==> config.mk <==
export PLATFORM = sky130hd
export DESIGN_NAME = dual_motor_command_watchdog
export DESIGN_NICKNAME = d
export VERILOG_FILES = /design/src/hw/rtl/dmcw_pkg.sv /design/src/hw/rtl/dmcw_cfg.sv /design/src/hw/rtl/dmcw_motor.sv /design/src/hw/rtl/dual_motor_command_watchdog.sv
export VERILOG_INCLUDE_DIRS = /design/src /design/src/hw/rtl
export SDC_FILE = /design/constraint.sdc
export NUM_CORES = 1
export LEC_CHECK = 0
export BUFFER_PORTS_ARGS = -buffer_cell sky130_fd_sc_hd__buf_2
export CELL_PAD_IN_SITES_DETAIL_PLACEMENT = 1
export CELL_PAD_IN_SITES_GLOBAL_PLACEMENT = 2
export CORE_MARGIN = 2
export CORE_UTILIZATION = 33
export DETAILED_ROUTE_END_ITERATION = 8
export PLACE_DENSITY = 0.86
export SLEW_MARGIN = 20
export SYNTH_ARGS = -nofsm -noshare
export SYNTH_HDL_FRONTEND = slang
export SYNTH_SLANG_ARGS = --single-unit
==> constraint.sdc <==
create_clock -name clk -period 3.8 [get_ports clk]
set_input_delay 0.76 -clock clk [delete_from_list [all_inputs] [get_ports clk]]
set_output_delay 0.76 -clock clk [all_outputs]
set_load 0.005 [all_outputs]
==> src/hw/rtl/assert_macros.svh <==
// Assertion helpers shared by the watchdog RTL.
`ifndef ASSERT_MACROS_SVH
`define ASSERT_MACROS_SVH

// Checks a property on every rising edge of clk while reset is released.
`define DMCW_ASSERT(lbl, prop, msg) \
  lbl: assert property (@(posedge clk) disable iff (!rst_n) (prop)) else $error(msg);

// Checks that the consequent holds in the cycle after the antecedent.
`define DMCW_ASSERT_NEXT(lbl, ante, cons, msg) \
  lbl: assert property (@(posedge clk) disable iff (!rst_n) (ante) |=> (cons)) else $error(msg);

`endif

==> src/hw/rtl/dmcw_pkg.sv <==
`timescale 1ns / 1ps
`default_nettype none

package dmcw_pkg;

  localparam int ID_W        = 11;
  localparam int TIMEOUT_W   = 16;
  localparam int DBG_DUTY_W  = 10;
  localparam int DUTY_W      = 11;
  localparam int DATA_W      = 16;
  localparam int CFG_ADDR_W  = 3;
  localparam int IN_DATA_W   = 32;
  localparam int IN_USED_W   = 29;
  localparam int OUT_DATA_W  = 24;

  localparam int SILENCE_BITS_DEF = 16;

  localparam logic [ID_W-1:0]       BASE_ID_RST  = 11'd260;
  localparam logic [TIMEOUT_W-1:0]  TIMEOUT_RST  = 16'd100;
  localparam logic [DBG_DUTY_W-1:0] DBG_DUTY_RST = 10'd200;

  typedef enum logic [CFG_ADDR_W-1:0] {
    CFG_BASE_ID  = 3'd0,
    CFG_TIMEOUT  = 3'd1,
    CFG_DBG_DUTY = 3'd2,
    CFG_DEBUG_A  = 3'd3,
    CFG_DEBUG_B  = 3'd4
  } cfg_idx_t;

  typedef struct packed {
    logic [ID_W-1:0]       base_id;
    logic [TIMEOUT_W-1:0]  timeout_ms;
    logic [DBG_DUTY_W-1:0] dbg_duty;
    logic                  debug_a;
    logic                  debug_b;
  } cfg_t;

  // Per-motor controls derived from the item in the input register.
  typedef struct packed {
    logic                     adv;
    logic                     tick;
    logic                     hit;
    logic                     fwd;
    logic                     rev;
    logic                     dbg;
    logic signed [DUTY_W-1:0] cmd_duty;
  } motor_ctl_t;

endpackage

`default_nettype wire

==> src/hw/rtl/dmcw_cfg.sv <==
`timescale 1ns / 1ps
`default_nettype none

module dmcw_cfg import dmcw_pkg::*; (
  input  wire logic                  clk,
  input  wire logic                  rst_n,
  input  wire logic                  cfg_we,
  input  wire logic [CFG_ADDR_W-1:0] cfg_addr,
  input  wire logic [DATA_W-1:0]     cfg_wdata,
  output cfg_t                       cfg
);

  cfg_t cfg_r;
  cfg_t cfg_nxt;

  always_comb begin
    cfg_nxt = cfg_r;
    if (cfg_we) begin
      unique case (cfg_idx_t'(cfg_addr))
        CFG_BASE_ID:  cfg_nxt.base_id    = cfg_wdata[ID_W-1:0];
        CFG_TIMEOUT:  cfg_nxt.timeout_ms = cfg_wdata[TIMEOUT_W-1:0];
        CFG_DBG_DUTY: cfg_nxt.dbg_duty   = cfg_wdata[DBG_DUTY_W-1:0];
        CFG_DEBUG_A:  cfg_nxt.debug_a    = cfg_wdata[0];
        CFG_DEBUG_B:  cfg_nxt.debug_b    = cfg_wdata[0];
        default:      cfg_nxt = cfg_r;
      endcase
    end
  end

  always_ff @(posedge clk) begin
    if (!rst_n) begin
      cfg_r.base_id    <= BASE_ID_RST;
      cfg_r.timeout_ms <= TIMEOUT_RST;
      cfg_r.dbg_duty   <= DBG_DUTY_RST;
      cfg_r.debug_a    <= 1'b0;
      cfg_r.debug_b    <= 1'b0;
    end else begin
      cfg_r <= cfg_nxt;
    end
  end

  assign cfg = cfg_r;

endmodule

`default_nettype wire

==> src/hw/rtl/dmcw_motor.sv <==
`timescale 1ns / 1ps
`default_nettype none

`include "assert_macros.svh"

module dmcw_motor import dmcw_pkg::*; #(
  parameter int SILENCE_BITS = SILENCE_BITS_DEF
) (
  input  wire logic                     clk,
  input  wire logic                     rst_n,
  input  wire motor_ctl_t               ctl,
  input  wire logic [TIMEOUT_W-1:0]     timeout_ms,
  input  wire logic [DBG_DUTY_W-1:0]    dbg_duty,
  output logic signed [DUTY_W-1:0]      duty_nxt
);

  localparam int CMP_W = (SILENCE_BITS > TIMEOUT_W) ? SILENCE_BITS : TIMEOUT_W;

  logic signed [DUTY_W-1:0]  duty_r;
  logic [SILENCE_BITS-1:0]   silence_r;
  logic [SILENCE_BITS-1:0]   silence_nxt;
  logic [SILENCE_BITS-1:0]   silence_inc;
  logic                      timed_out;
  logic signed [DUTY_W-1:0]  test_pos;

  assign test_pos = signed'({1'b0, dbg_duty});

  always_comb begin
    // The counter sticks at all ones, so a timeout at or above that never fires.
    silence_inc = (&silence_r) ? silence_r : silence_r + 1'b1;
    timed_out   = CMP_W'(silence_inc) > CMP_W'(timeout_ms);
    duty_nxt    = duty_r;
    silence_nxt = silence_r;
    if (ctl.tick) begin
      silence_nxt = silence_inc;
      if (timed_out) begin
        duty_nxt = '0;
      end
      // The debug check runs after the timeout, and forward beats reverse.
      if (ctl.dbg && ctl.fwd) begin
        duty_nxt    = test_pos;
        silence_nxt = '0;
      end else if (ctl.dbg && ctl.rev) begin
        duty_nxt    = -test_pos;
        silence_nxt = '0;
      end
    end else if (ctl.hit) begin
      duty_nxt    = ctl.cmd_duty;
      silence_nxt = '0;
    end
  end

  always_ff @(posedge clk) begin
    if (!rst_n) begin
      duty_r    <= '0;
      silence_r <= '0;
    end else if (ctl.adv) begin
      duty_r    <= duty_nxt;
      silence_r <= silence_nxt;
    end
  end

  `DMCW_ASSERT_NEXT(a_hold_idle, !ctl.adv, $stable(duty_r) && $stable(silence_r), "motor state moved without an item")
  `DMCW_ASSERT_NEXT(a_cmd_load, ctl.adv && !ctl.tick && ctl.hit, silence_r == '0 && duty_r == $past(ctl.cmd_duty), "command not applied")
  `DMCW_ASSERT_NEXT(a_dbg_clear, ctl.adv && ctl.tick && ctl.dbg && (ctl.fwd || ctl.rev), silence_r == '0, "debug button did not clear silence")

endmodule

`default_nettype wire

==> src/hw/rtl/dual_motor_command_watchdog.sv <==
`timescale 1ns / 1ps
`default_nettype none

// Dual motor command watchdog.
// Input beats arrive on in_*: in_tuser low means a command frame (identifier and two
// duty bytes in in_tdata), high means a one millisecond tick carrying the debug
// button levels. Every input beat produces exactly one output beat on out_* holding
// both signed motor duties as they stand after that beat.
// A beat is captured in an input register; when it moves on, the motor state and the
// output register are updated together and out_tvalid rises. A stall at the output
// keeps the beat waiting in the input register. One beat per cycle is sustained while
// out_tready stays high; the only limit is the output register, which frees itself in
// the cycle its beat is taken.
// When the receiver holds out_tready low, the output beat holds, the input register
// keeps its beat and in_tready drops only once both are full.
// Configuration is written through cfg_we/cfg_addr/cfg_wdata, one register per cycle;
// the user must write it only while the stream is idle, as the block has no check for it.
// Synchronous reset (rst_n low) clears both duties and silence counters, empties both
// registers and restores base identifier 260, timeout 100, debug duty 200 and debug off.

`include "assert_macros.svh"

module dual_motor_command_watchdog import dmcw_pkg::*; #(
  parameter int SILENCE_BITS = SILENCE_BITS_DEF
) (
  input  wire logic                  clk,
  input  wire logic                  rst_n,
  input  wire logic                  in_tvalid,
  output logic                       in_tready,
  // [10:0] frame_id, [18:11] data_low, [26:19] data_high, [27] button_fwd,
  // [28] button_rev, [31:29] zero
  input  wire logic [IN_DATA_W-1:0]  in_tdata,
  // [0] mode
  input  wire logic                  in_tuser,
  output logic                       out_tvalid,
  input  wire logic                  out_tready,
  // [10:0] duty_a, [21:11] duty_b, [23:22] zero
  output logic [OUT_DATA_W-1:0]      out_tdata,
  input  wire logic                  cfg_we,
  input  wire logic [CFG_ADDR_W-1:0] cfg_addr,
  input  wire logic [DATA_W-1:0]     cfg_wdata
);

  cfg_t                      cfg;
  logic                      in_vld_r;
  logic                      in_vld_nxt;
  logic [IN_USED_W-1:0]      in_data_r;
  logic                      in_mode_r;
  logic                      out_vld_r;
  logic                      out_vld_nxt;
  logic [2*DUTY_W-1:0]       out_data_r;
  logic                      advance;
  logic                      in_fire;
  logic [ID_W-1:0]           frame_id;
  logic [7:0]                data_low;
  logic [7:0]                data_high;
  logic [DBG_DUTY_W-1:0]     cmd_mag;
  logic signed [DUTY_W-1:0]  cmd_duty;
  logic                      hit_a;
  logic                      hit_b;
  motor_ctl_t                ctl_a;
  motor_ctl_t                ctl_b;
  logic signed [DUTY_W-1:0]  duty_a_nxt;
  logic signed [DUTY_W-1:0]  duty_b_nxt;

  dmcw_cfg u_cfg (
    .clk      (clk),
    .rst_n    (rst_n),
    .cfg_we   (cfg_we),
    .cfg_addr (cfg_addr),
    .cfg_wdata(cfg_wdata),
    .cfg      (cfg)
  );

  assign advance   = in_vld_r && (!out_vld_r || out_tready);
  assign in_tready = !in_vld_r || advance;
  assign in_fire   = in_tvalid && in_tready;

  assign frame_id  = in_data_r[10:0];
  assign data_low  = in_data_r[18:11];
  assign data_high = in_data_r[26:19];

  // Magnitude over 32 is just the top ten of the fifteen magnitude bits.
  assign cmd_mag  = {data_high[6:0], data_low[7:5]};
  assign cmd_duty = data_high[7] ? -signed'({1'b0, cmd_mag}) : signed'({1'b0, cmd_mag});

  // Motor B compares one bit wider so a base of all ones never matches.
  assign hit_a = (frame_id == cfg.base_id);
  assign hit_b = ({1'b0, frame_id} == ({1'b0, cfg.base_id} + 12'd1));

  always_comb begin
    ctl_a.adv      = advance;
    ctl_a.tick     = in_mode_r;
    ctl_a.hit      = hit_a;
    ctl_a.fwd      = in_data_r[27];
    ctl_a.rev      = in_data_r[28];
    ctl_a.dbg      = cfg.debug_a;
    ctl_a.cmd_duty = cmd_duty;
    ctl_b          = ctl_a;
    ctl_b.hit      = hit_b && !hit_a;
    ctl_b.dbg      = cfg.debug_b;
  end

  dmcw_motor #(.SILENCE_BITS(SILENCE_BITS)) u_motor_a (
    .clk       (clk),
    .rst_n     (rst_n),
    .ctl       (ctl_a),
    .timeout_ms(cfg.timeout_ms),
    .dbg_duty  (cfg.dbg_duty),
    .duty_nxt  (duty_a_nxt)
  );

  dmcw_motor #(.SILENCE_BITS(SILENCE_BITS)) u_motor_b (
    .clk       (clk),
    .rst_n     (rst_n),
    .ctl       (ctl_b),
    .timeout_ms(cfg.timeout_ms),
    .dbg_duty  (cfg.dbg_duty),
    .duty_nxt  (duty_b_nxt)
  );

  always_comb begin
    in_vld_nxt = in_vld_r;
    if (in_fire) begin
      in_vld_nxt = 1'b1;
    end else if (advance) begin
      in_vld_nxt = 1'b0;
    end
    out_vld_nxt = out_vld_r;
    if (advance) begin
      out_vld_nxt = 1'b1;
    end else if (out_tready) begin
      out_vld_nxt = 1'b0;
    end
  end

  always_ff @(posedge clk) begin
    if (!rst_n) begin
      in_vld_r  <= 1'b0;
      out_vld_r <= 1'b0;
    end else begin
      in_vld_r  <= in_vld_nxt;
      out_vld_r <= out_vld_nxt;
    end
  end

  always_ff @(posedge clk) begin
    if (in_fire) begin
      in_data_r <= in_tdata[IN_USED_W-1:0];
      in_mode_r <= in_tuser;
    end
    if (advance) begin
      out_data_r <= {duty_b_nxt, duty_a_nxt};
    end
  end

  assign out_tvalid = out_vld_r;
  assign out_tdata  = {{(OUT_DATA_W - 2*DUTY_W){1'b0}}, out_data_r};

  `DMCW_ASSERT_NEXT(a_in_kept, in_vld_r && !advance, in_vld_r, "buffered beat dropped")
  `DMCW_ASSERT_NEXT(a_out_loaded, advance, out_vld_r, "processed beat produced no result")
  `DMCW_ASSERT(a_no_overrun, !(in_vld_r && in_fire && !advance), "input register overwritten")

endmodule

`default_nettype wire

* Word-level counts from Yosys, hierarchy flattened *
Index checks and enable logic that the tools add are counted.

operators by class
  $add $sub $neg = 5
  $lt $le $gt $ge = 2
  equality and inequality tests = 6
  muxes and demuxes = 25
  reductions and logical operators = 26

operator list
  kind                   number
  $mux 16                10
  $mux 11                11
  $add 16x1->16 const B  2
  $gt 16x16->1           2
  $reduce_and 16->1      2
  $neg 10->11            2
  $reduce_and 2->1       7
  $add 11x1->12 const B  1
  $eq 11x12->1           1
  $eq 11x11->1           1
  $reduce_bool 2->1      4
  $logic_and 1x1->1      7
  $eq 3x2->1 const B     2
  $mux 1                 4
  $eq 3x1->1 const B     1
  $eq 3x3->1 const B     1
  $logic_not 1->1        3
  $logic_not 3->1        1
  $logic_or 1x1->1       2

storage, ports and cells
  bits in registers = 147
  bits of input ports = 57
  output and inout bits = 26
  logic and storage cells = 78

* Longest topological paths before layout *
Gate-level depths: netlist (run 1).

  depth in word-level cells = 7
  gate-level depth with buffers = 15
  gate-level depth less buffers = 15

* Cells and area by module *
Synthesis (run 1) repeated with hierarchy kept, for this count alone.

second synthesis, totals
  cell total of the unflattened synthesis = 1057
  area total of the unflattened synthesis = 9108.7 sq um

by module, submodules not included
  module                       instances  cells an instance  area each (sq um)  sequential area each (sq um)
  dmcw_motor at u_motor_a      1          379                2746.4             540.5
  dmcw_motor at u_motor_b      1          374                2663.8             540.5
  dual_motor_command_watchdog  1          148                2140.8             1451.4
  dmcw_cfg                     1          156                1557.7             780.7

* Worst setup path after synthesis (run 1) *
No wires, ideal clock.

  path type = reg2reg
  start = register u_motor_b.silence_r[3]
  end = register u_motor_b.duty_r[3]
  setup time = 0.077 ns
  data arrival time = 3.483 ns
  required time = 3.723 ns
  setup slack = 0.240 ns
  stages on the path, launching flop included = 14
  path buffers = 1
  period minus slack after synthesis = 3.560 ns
  path through = dfxtp_1 buf_2 nand4_1 nor4_4 nand3_1 mux2_2 ha_1 nor2b_1 o21ai_0 a21boi_0 o41a_1 a21oi_1 o221ai_1 a31oi_1

on the way
  cells in the longest elaborated chain, start to end = 7
  elaborated cells on any way between the ends = 8
  classes of those cells = 1 x add/sub; 1 x order compare; 5 x mux; 1 x reduce/logical

ends and longest elaborated chain
  what                                                       line              source
  start, declared                                            dmcw_motor.sv:20  logic [SILENCE_BITS-1:0] silence_r;
  start signal, assigned                                     dmcw_motor.sv:59  silence_r <= silence_nxt;
  $add 16x1->16 / $reduce_and 16->1 (equally long branches)  dmcw_motor.sv:30  silence_inc = (&silence_r) ? silence_r : silence_r + 1'b1;
  $mux 16 (*)                                                dmcw_motor.sv:30
  $gt 16x16->1 (*)                                           dmcw_motor.sv:31  timed_out = CMP_W'(silence_inc) > CMP_W'(timeout_ms);
  $mux 11 (*)                                                dmcw_motor.sv:36  if (timed_out) begin
  $mux 11 (*)                                                dmcw_motor.sv:43  end else if (ctl.dbg && ctl.rev) begin
  $mux 11 (*)                                                dmcw_motor.sv:40  if (ctl.dbg && ctl.fwd) begin
  $mux 11 (*)                                                dmcw_motor.sv:34  if (ctl.tick) begin
  end signal, assigned                                       dmcw_motor.sv:58  duty_r <= duty_nxt;
  end, declared                                              dmcw_motor.sv:19  logic signed [DUTY_W-1:0] duty_r;

Mark *: on every way between the ends. The rest lies on a longest branch, timed or not.
A chain may end at the register's enable or synchronous reset.

* Final worst setup path (run 1) *
  start = register u_motor_b.silence_r[1]
  end = register out_data_r[18] (data pin)

on the way
  cells in the longest elaborated chain, start to end = 7
  elaborated cells on any way between the ends = 8
  classes of those cells = 1 x add/sub; 1 x order compare; 5 x mux; 1 x reduce/logical

ends and longest elaborated chain
  what                                                       line                                source
  $add 16x1->16 / $reduce_and 16->1 (equally long branches)  dmcw_motor.sv:30
  $mux 16 (*)                                                dmcw_motor.sv:30
  $gt 16x16->1 (*)                                           dmcw_motor.sv:31
  $mux 11 (*)                                                dmcw_motor.sv:36
  $mux 11 (*)                                                dmcw_motor.sv:43
  $mux 11 (*)                                                dmcw_motor.sv:40
  $mux 11 (*)                                                dmcw_motor.sv:34
  named net duty_b_nxt[7]                                    dual_motor_command_watchdog.sv:64   logic signed [DUTY_W-1:0] duty_b_nxt;
  end signal, assigned                                       dual_motor_command_watchdog.sv:153  out_data_r <= {duty_b_nxt, duty_a_nxt};
  end, declared                                              dual_motor_command_watchdog.sv:51   logic [2*DUTY_W-1:0] out_data_r;

Mark *: on every way through the listed nets, which the timed path passes. The rest lies on a longest branch.

==> flow_metrics.py, run 1 <==
metrics = {
    "status": {
        "status": "completed",
    },
    "timing": {
        "tns_ps": 0,
        "slew_violations": 0,
        "hold_viol": 0,
        "period_minus_slack_ps": 3670,
        "finalWorstSetupSlack_ps": 130,
        "fin_skew_ps": 19.3,
        "worst_slew_pin_slew_ps": 1080,
        "min_period_over_period_pct": 96.6,
        "slew_headroom_pct": 27.6,
        "setup_viol": 0,
        "clock.fmax_mhz": 273,
    },
    "synth": {
        "synth-adder-area-share_pct": 5.62,
        "avgSynthCellArea_sq_um": 8.49,
        "yosysSeqAreaShare_pct": 40.2,
        "synthMuxAreaShare_pct": 2.69,
        "synth_top_family_by_area": "simple AND/OR/NAND/NOR gates",
        "ys.flop_type": "dfxtp_1",
        "synth-compound-area-share_pct": 20.7,
        "synth-xor-area-share_pct": 4.58,
        "ys_types": 71,
        "syn_inst": 970,
        "yosys_warnings": 0,
        "ys_async_sr_fraction_pct": 0,
        "yosys_register_bits": 142,
        "yosys.area_share.simple_pct": 21.5,
        "synth_edf_count": 47,
        "mappedNetlistArea_sq_mm": 0.00823,
    },
    "power": {
        "vdd_drop_max_mv": 0.281,
        "p_total_w": 0.00357,
        "p_leak_nw": 3.81,
        "power.density_mw_per_mm2": 357,
    },
    "clocking": {
        "cts-root-buf": "clkbuf_16",
        "clk_path_buf_depth": 2,
        "numCtsBuffers": 17,
        "cts.sinks": 142,
        "clkTransAtPathRegs_ps": 60,
        "cts_tree": "built",
        "htree_num_levels": 4,
        "clk_latency_ps": 440,
        "hold_buffers": 0,
    },
    "min_path": {
        "hp-start": "u_cfg.cfg[20]",
        "min_path_cells": 2,
        "holdPathEnd": "u_cfg.cfg[20]",
        "hp-class": "register to register",
    },
    "worst_setup_path": {
        "crit_path_end_kind": "register",
        "worstPathArrival_ps": 3850,
        "cp_max_fo": 5,
        "r2r.worst_path.cells": 15,
        "crit_required_ps": 3980,
        "rrSetupSlack_ps": 130,
        "r2r_start": "u_motor_b.silence_r[1]",
        "r2r-end": "out_data_r[18]",
        "cp-start-kind": "register",
        "critical_path_class": "register to register",
    },
    "die": {
        "start_util_pct": 33.7,
        "ioPinCount": 83,
        "dieArea_sq_mm": 0.0262,
        "chipWidth_microns": 162,
        "rows": 57,
        "die_y_microns": 162,
        "core_area_sq_mm": 0.0244,
    },
    "route": {
        "first_pass_iters": 5,
        "ant_nets": 0,
        "drt_iter0_markers": 493,
        "drc_errors": 0,
        "wire_per_inst_microns": 18.1,
        "num_vias": 7691,
        "drt-total-wl_mm": 25.7,
        "viasPerCell": 5.43,
    },
    "final_layout": {
        "area_growth_pct": 21.6,
        "finalNetCount": 1173,
        "final_area_sq_mm": 0.0100,
        "drive_gt1_share_pct": 20.7,
        "n_antenna_cell": 0,
    },
    "global_routing": {
        "grt_max_degree": 52,
        "grt_overflow": 0,
        "track_usage_pct": 19.6,
        "grt_use_met2_pct": 34.1,
        "grt_pass1_vias": 7685,
        "grt_pass1_wl_mm": 40.5,
        "use_met1_pct": 25.4,
        "antenna_found_initial": 0,
        "gr-usage-met3_pct": 2.68,
        "busiest_layer": "met2",
    },
    "placed_design": {
        "pre_cts_slack_ps": -83.0,
        "port_buffers": 72,
        "gp_congestion": 0.815,
        "placed_area_sq_mm": 0.00927,
        "dpl.hpwl_mm": 18.4,
    },
    "job": {
        "drv_cap": 0,
    },
}
## report_power, final
part	internal, W	switching, W	leakage [nW]	total [W]
Sequential	0.00163	0.0000444	1.23	0.00167
Clock	0.000875	0.000696	0.266	0.00157
Combinational	0.000124	0.000208	2.32	0.000332
## kinds of logic (layout without fill, tap and decap cells)
| kind of cell | count (synthesis) | count (layout) |
|---|---|---|
| other | 1 | 2 |
| multiplexers | 21 | 21 |
| AO/OA/AOI/OAI | 259 | 259 |
| AND/OR/NAND/NOR | 376 | 376 |
| adder cells (fa/ha/maj) | 37 | 37 |
| XOR/XNOR | 43 | 43 |
| buffers and inverters | 91 | 212 |
| flip-flops | 142 | 142 |
## worst max-delay path: stages, from the launching register on
cell,delay [ps]
dfxtp_1,340
ha_1,220
nand2_2,110
nor4_4,50
a211o_1,350
or2_4,260
xnor2_2,140
ha_1,310
nand4_1,160
nor4_2,320
a21boi_1,220
o41a_1,330
nor2_1,120
a221oi_2,280
buf_4,160
nand2_1,40
## Yosys cell counts, types with 5 or more instances
cell type  count  area, sq um
and2_1        10         62.6
a21o_1         8         60.1
a21oi_1       71          355
nand2b_1      10         62.6
a211oi_1       5         37.5
or3_1          6         37.5
mux2i_1       12          120
o21ai_0       46          230
a31oi_1       30          188
nand3_1       33          165
dfxtp_1       95         1900
xnor2_1       31          272
nor2b_1       12         75.1
o22ai_1        5         31.3
nor3_1        19         95.1
ha_1          37          463
inv_1         31          116
nand2_1      159          597
o31ai_1        6         45.0
mux2_2         9          101
nand4_1       18          113
nor2_1        68          255
or2_2          6         37.5
a32o_1        12          120
clkbuf_1      46          173
o211ai_1      15          113
and3_1         8         50.1
xor2_1        12          105
a22oi_1       12         90.1
nor4_1         8         50.1
edfxtp_1      47         1410
o21a_1         5         37.5
## placed cells by master, fill, tap and decap left out, drive strengths merged, types with 4 or more instances in the layout
cell	Yosys	final
nand4	18	18
nor2b	12	12
a31oi	30	30
xor2	12	12
nor2	68	68
ha	37	37
or3	6	6
mux2	9	9
o21a	5	5
nor4	9	9
xnor2	31	31
o31ai	6	6
a211oi	5	5
a32o	12	12
a22oi	12	12
a21oi	71	71
mux2i	12	12
nand3	33	33
nor3	19	19
edfxtp	47	47
nor3b	4	4
nand2	159	159
buf	12	148
a32oi	4	4
o22ai	5	5
a221oi	5	5
and3	8	8
nand2b	10	10
inv	31	33
and4	4	4
o21ai	49	49
and2	11	11
or2	6	6
dfxtp	95	95
clkbuf	47	20
o211ai	15	15
a21o	8	8
clkinv	1	9
## registers in the layout, summed over array words and instances, names as in the netlist
signal and flops:
in_data_r 24, in_mode_r 1, in_vld_r 1, out_data_r 22, out_tvalid 1, u_cfg.cfg 39
u_motor_a.duty_r 11, u_motor_a.silence_r 16, u_motor_b.duty_r 11, u_motor_b.silence_r 16
## timing repair
action	4_1_cts	5_1_grt
setup buffers	0	8
endpoints found under the setup margin	10	42
pin swaps	1	18
resized for setup	2	31
hold endpoints to repair	0	0
## worst max-delay path by stage
stage | depth (start not counted) | startpoint | endpoint | slack (ps)
2_1_floorplan | 13 | u_motor_b.silence_r[3] | u_motor_b.duty_r[3] | 240
3_3_place_gp | 14 | u_motor_a.silence_r[10] | out_data_r[10] | 30
3_5_place_dp | 14 | u_motor_a.silence_r[5] | out_data_r[10] | -80
4_1_cts | 15 | u_motor_b.silence_r[1] | out_data_r[18] | 10
5_1_grt | 16 | u_motor_b.silence_r[5] | u_motor_b.duty_r[4] | -30
6_report | 15 | u_motor_b.silence_r[1] | out_data_r[18] | 130
## per-layer routing
| metal | wire length [microns] | share of wire, % | vias to the layer above |
|---|---|---|---|
| li1 | - | - | 3750 |
| met1 | 11800 | 46 | 3756 |
| met2 | 12600 | 49 | 154 |
| met3 | 860 | 3.3 | 31 |
| met4 | 372 | 1.4 | 0 |
| met5 | 0 | 0 | - |
## per-stage QoR
| step | util, % | cells | hold WS (ps) |
|---|---|---|---|
| 2_1_floorplan | - | 971 | 436 |
| 3_3_place_gp | 38.0 | 1376 | 443 |
| 3_5_place_dp | 38.0 | 1376 | 448 |
| 4_1_cts | 40.3 | 1408 | 457 |
| 5_1_grt | 41.0 | 1416 | 481 |
| 6_report | 41.0 | 1416 | 453 |
## cell type report
cell class	instances	area, sq um
clock buffer	20	458
clock inverter	12	85.1
fill	2921	14400
inverter	32	120
multi-input combinational	738	4670
sequential	142	3320
tap	324	405
timing repair buffer	148	951
Note: power is estimated with default switching activity, not from simulation.
==> inputs of run 2 (changes only) <==
- CORE_UTILIZATION: 33 -> 27
- PLACE_DENSITY: 0.86 -> 0.74
==> flow_metrics.py, run 2 (synthesis gave the netlist of run 1 again) <==
metrics = {
    "worst_setup_path": {
        "path_depth": 15,
        "cp_max_fo": 5,
        "path_buf_inv": 2,
        "cp-startpoint": "u_motor_b.silence_r[7]",
        "cpMaxStageDelayCell": "nor4_4",
        "r2r-end": "out_data_r[18]",
        "cp_top_family": "simple AND/OR/NAND/NOR gates",
        "r2r_start": "u_motor_b.silence_r[7]",
        "worstPathArrival_ps": 3840,
        "rrSetupSlack_ps": 140,
        "critical_path_class": "register to register",
        "path_cells": "nand4_1 > nor4_4 > a211o_1 > nor2_1 > xor2_1 > ha_1 > nand4_1 > nor4_4 > a21boi_2 > o41a_1 > buf_6 > nor2_2 > a221oi_2 > buf_4 > nand2_1",
        "r2r.worst_path.cells": 15,
        "crit_path_end_kind": "register",
        "slowest_delay_ps": 400,
        "crit_required_ps": 3980,
        "cp-start-kind": "register",
        "crit_path_end": "out_data_r[18]",
    },
    "final_layout": {
        "layout_common_cells": "nand2_1, dfxtp_1, buf_4, buf_2, a21oi_1",
        "finalNetCount": 1178,
        "n_antenna_cell": 0,
        "final_common_cell": "nand2_1",
        "area_growth_pct": 24.0,
        "drive_gt1_share_pct": 21.3,
        "largest_reg_flops": 39,
    },
    "timing": {
        "clock.fmax_mhz": 273,
        "worst_slew_pin_slew_ps": 970,
        "fin_skew_ps": 9.95,
        "period_minus_slack_ps": 3660,
        "slew_headroom_pct": 35.3,
        "finalWorstSetupSlack_ps": 138,
        "hold_viol": 0,
        "min_period_over_period_pct": 96.4,
        "setup_viol": 0,
        "slew_violations": 0,
    },
    "placed_design": {
        "dpl.hpwl_mm": 19.5,
        "gp_congestion": 0.844,
        "port_buffers": 72,
        "pre_cts_slack_ps": -115,
    },
    "die": {
        "chipWidth_microns": 179,
        "die_y_microns": 179,
        "dieArea_sq_mm": 0.0319,
        "rows": 63,
        "start_util_pct": 27.6,
        "ioPinCount": 83,
        "core_area_sq_mm": 0.0298,
    },
    "route": {
        "first_pass_iters": 5,
        "drt_iter0_markers": 407,
        "ant_nets": 0,
        "num_vias": 7665,
        "viasPerCell": 5.15,
        "drt-total-wl_mm": 26.8,
        "drc_errors": 0,
        "wire_per_inst_microns": 18.0,
    },
    "power": {
        "p_clk_share_pct": 45.9,
        "p_leak_nw": 3.86,
        "power.density_mw_per_mm2": 363,
        "comb_power_share_pct": 9.0,
        "p_sw_w": 0.000955,
        "p_int_w": 0.00275,
        "vdd_drop_max_mv": 0.242,
        "switching_share_pct": 25.8,
        "p_total_w": 0.00371,
        "seqPwrFrac_pct": 45.1,
    },
    "clocking": {
        "clk_path_buf_depth": 2,
        "htree_num_levels": 4,
        "cts.sinks": 142,
        "clkTransAtPathRegs_ps": 60,
        "cts-root-buf": "clkbuf_16",
        "numCtsBuffers": 17,
        "clk_latency_ps": 430,
        "cts_tree": "built",
    },
    "global_routing": {
        "grt_use_met2_pct": 29.4,
        "grt_max_degree": 55,
        "grt_pass1_wl_mm": 42.2,
        "gr-usage-met3_pct": 2.77,
        "track_usage_pct": 17.2,
        "use_met1_pct": 22.3,
        "antenna_found_initial": 0,
        "grt_overflow": 0,
        "grt_pass1_vias": 7665,
        "busiest_layer": "met2",
    },
    "min_path": {
        "hp-class": "register to register",
    },
    "status": {
        "status": "completed",
    },
    "job": {
        "drv_cap": 0,
    },
}
## run 2: changes by cell type in the layout (fill, tap and decap cells not counted), moves of 3 or more
cell | before | now
a31oi_1 | 26 | 29
buf_4 | 73 | 76
o21ai_0 | 44 | 41
o21ai_1 | 4 | 7
## run 2: worst min-delay path by stage
stage / startpoint / end / slack [ps] / cells past startpoint
after floorplan: u_cfg.cfg[13] / u_cfg.cfg[13] / 440 / 2
after global placement: u_cfg.cfg[13] / u_cfg.cfg[13] / 440 / 2
after detailed placement: u_cfg.cfg[16] / u_cfg.cfg[16] / 450 / 2
after CTS: u_cfg.cfg[16] / u_cfg.cfg[16] / 460 / 2
after global routing: in_tdata[23] / in_data_r[23] / 480 / 1
final: u_cfg.cfg[16] / u_cfg.cfg[16] / 460 / 2
## run 2: power groups by stage
stage / combinational (W) / sequential (W) / clock (W)
finish: 0.000335 / 0.00167 / 0.00170
global route: 0.000376 / 0.00168 / 0.00180
CTS: 0.000331 / 0.00167 / 0.00174
detailed placement: 0.000328 / 0.00171 / 0
global placement: 0.000321 / 0.00170 / 0
floorplan: 0.000203 / 0.00169 / 0
## run 2: through the flow
step / hold slack (ps) / cell area (sq um) / TNS, ps / std cells / utilization (%)
finish: 460 / 10200 / 0 / 1487 / 34.2
global route: 478 / 10200 / -432 / 1487 / 34.2
CTS: 462 / 9970 / 0 / 1474 / 33.5
detailed placement: 453 / 9360 / -170 / 1442 / 31.4
global placement: 445 / 9360 / -154 / 1442 / 31.4
floorplan: 436 / 8240 / 0 / 971 / -
## run 2: layout make-up
| type | instances | area, sq um |
|---|---|---|
| Clock inverter | 11 | 103 |
| Fill cell | 3579 | 19600 |
| Tap cell | 390 | 488 |
| Inverter | 32 | 120 |
| Clock buffer | 21 | 493 |
| Multi-Input combinational cell | 738 | 4680 |
| Timing Repair Buffer | 153 | 996 |
| Sequential cell | 142 | 3320 |
## run 2: tightest hold or removal path: cells and delay by family (launching register included)
kind | cells | cell delay, ps
AO/OA/AOI/OAI | 1 | 50
AND/OR/NAND/NOR | 1 | 50
flip-flops | 1 | 310
## run 2: repair_timing
item                       in CTS  in global routing
setup endpoints to repair      15                 34
hold buffers                    0                  0
pin swaps                       1                 24
setup buffers                   0                 13
gates resized for setup         5                 36
## run 2: routing by layer
| metal | vias to the layer above | routed length, microns |
|---|---|---|
| met5 | - | 0 |
| met4 | 0 | 396 |
| met3 | 29 | 700 |
| met2 | 109 | 13100 |
| met1 | 3767 | 12700 |
| li1 | 3760 | - |
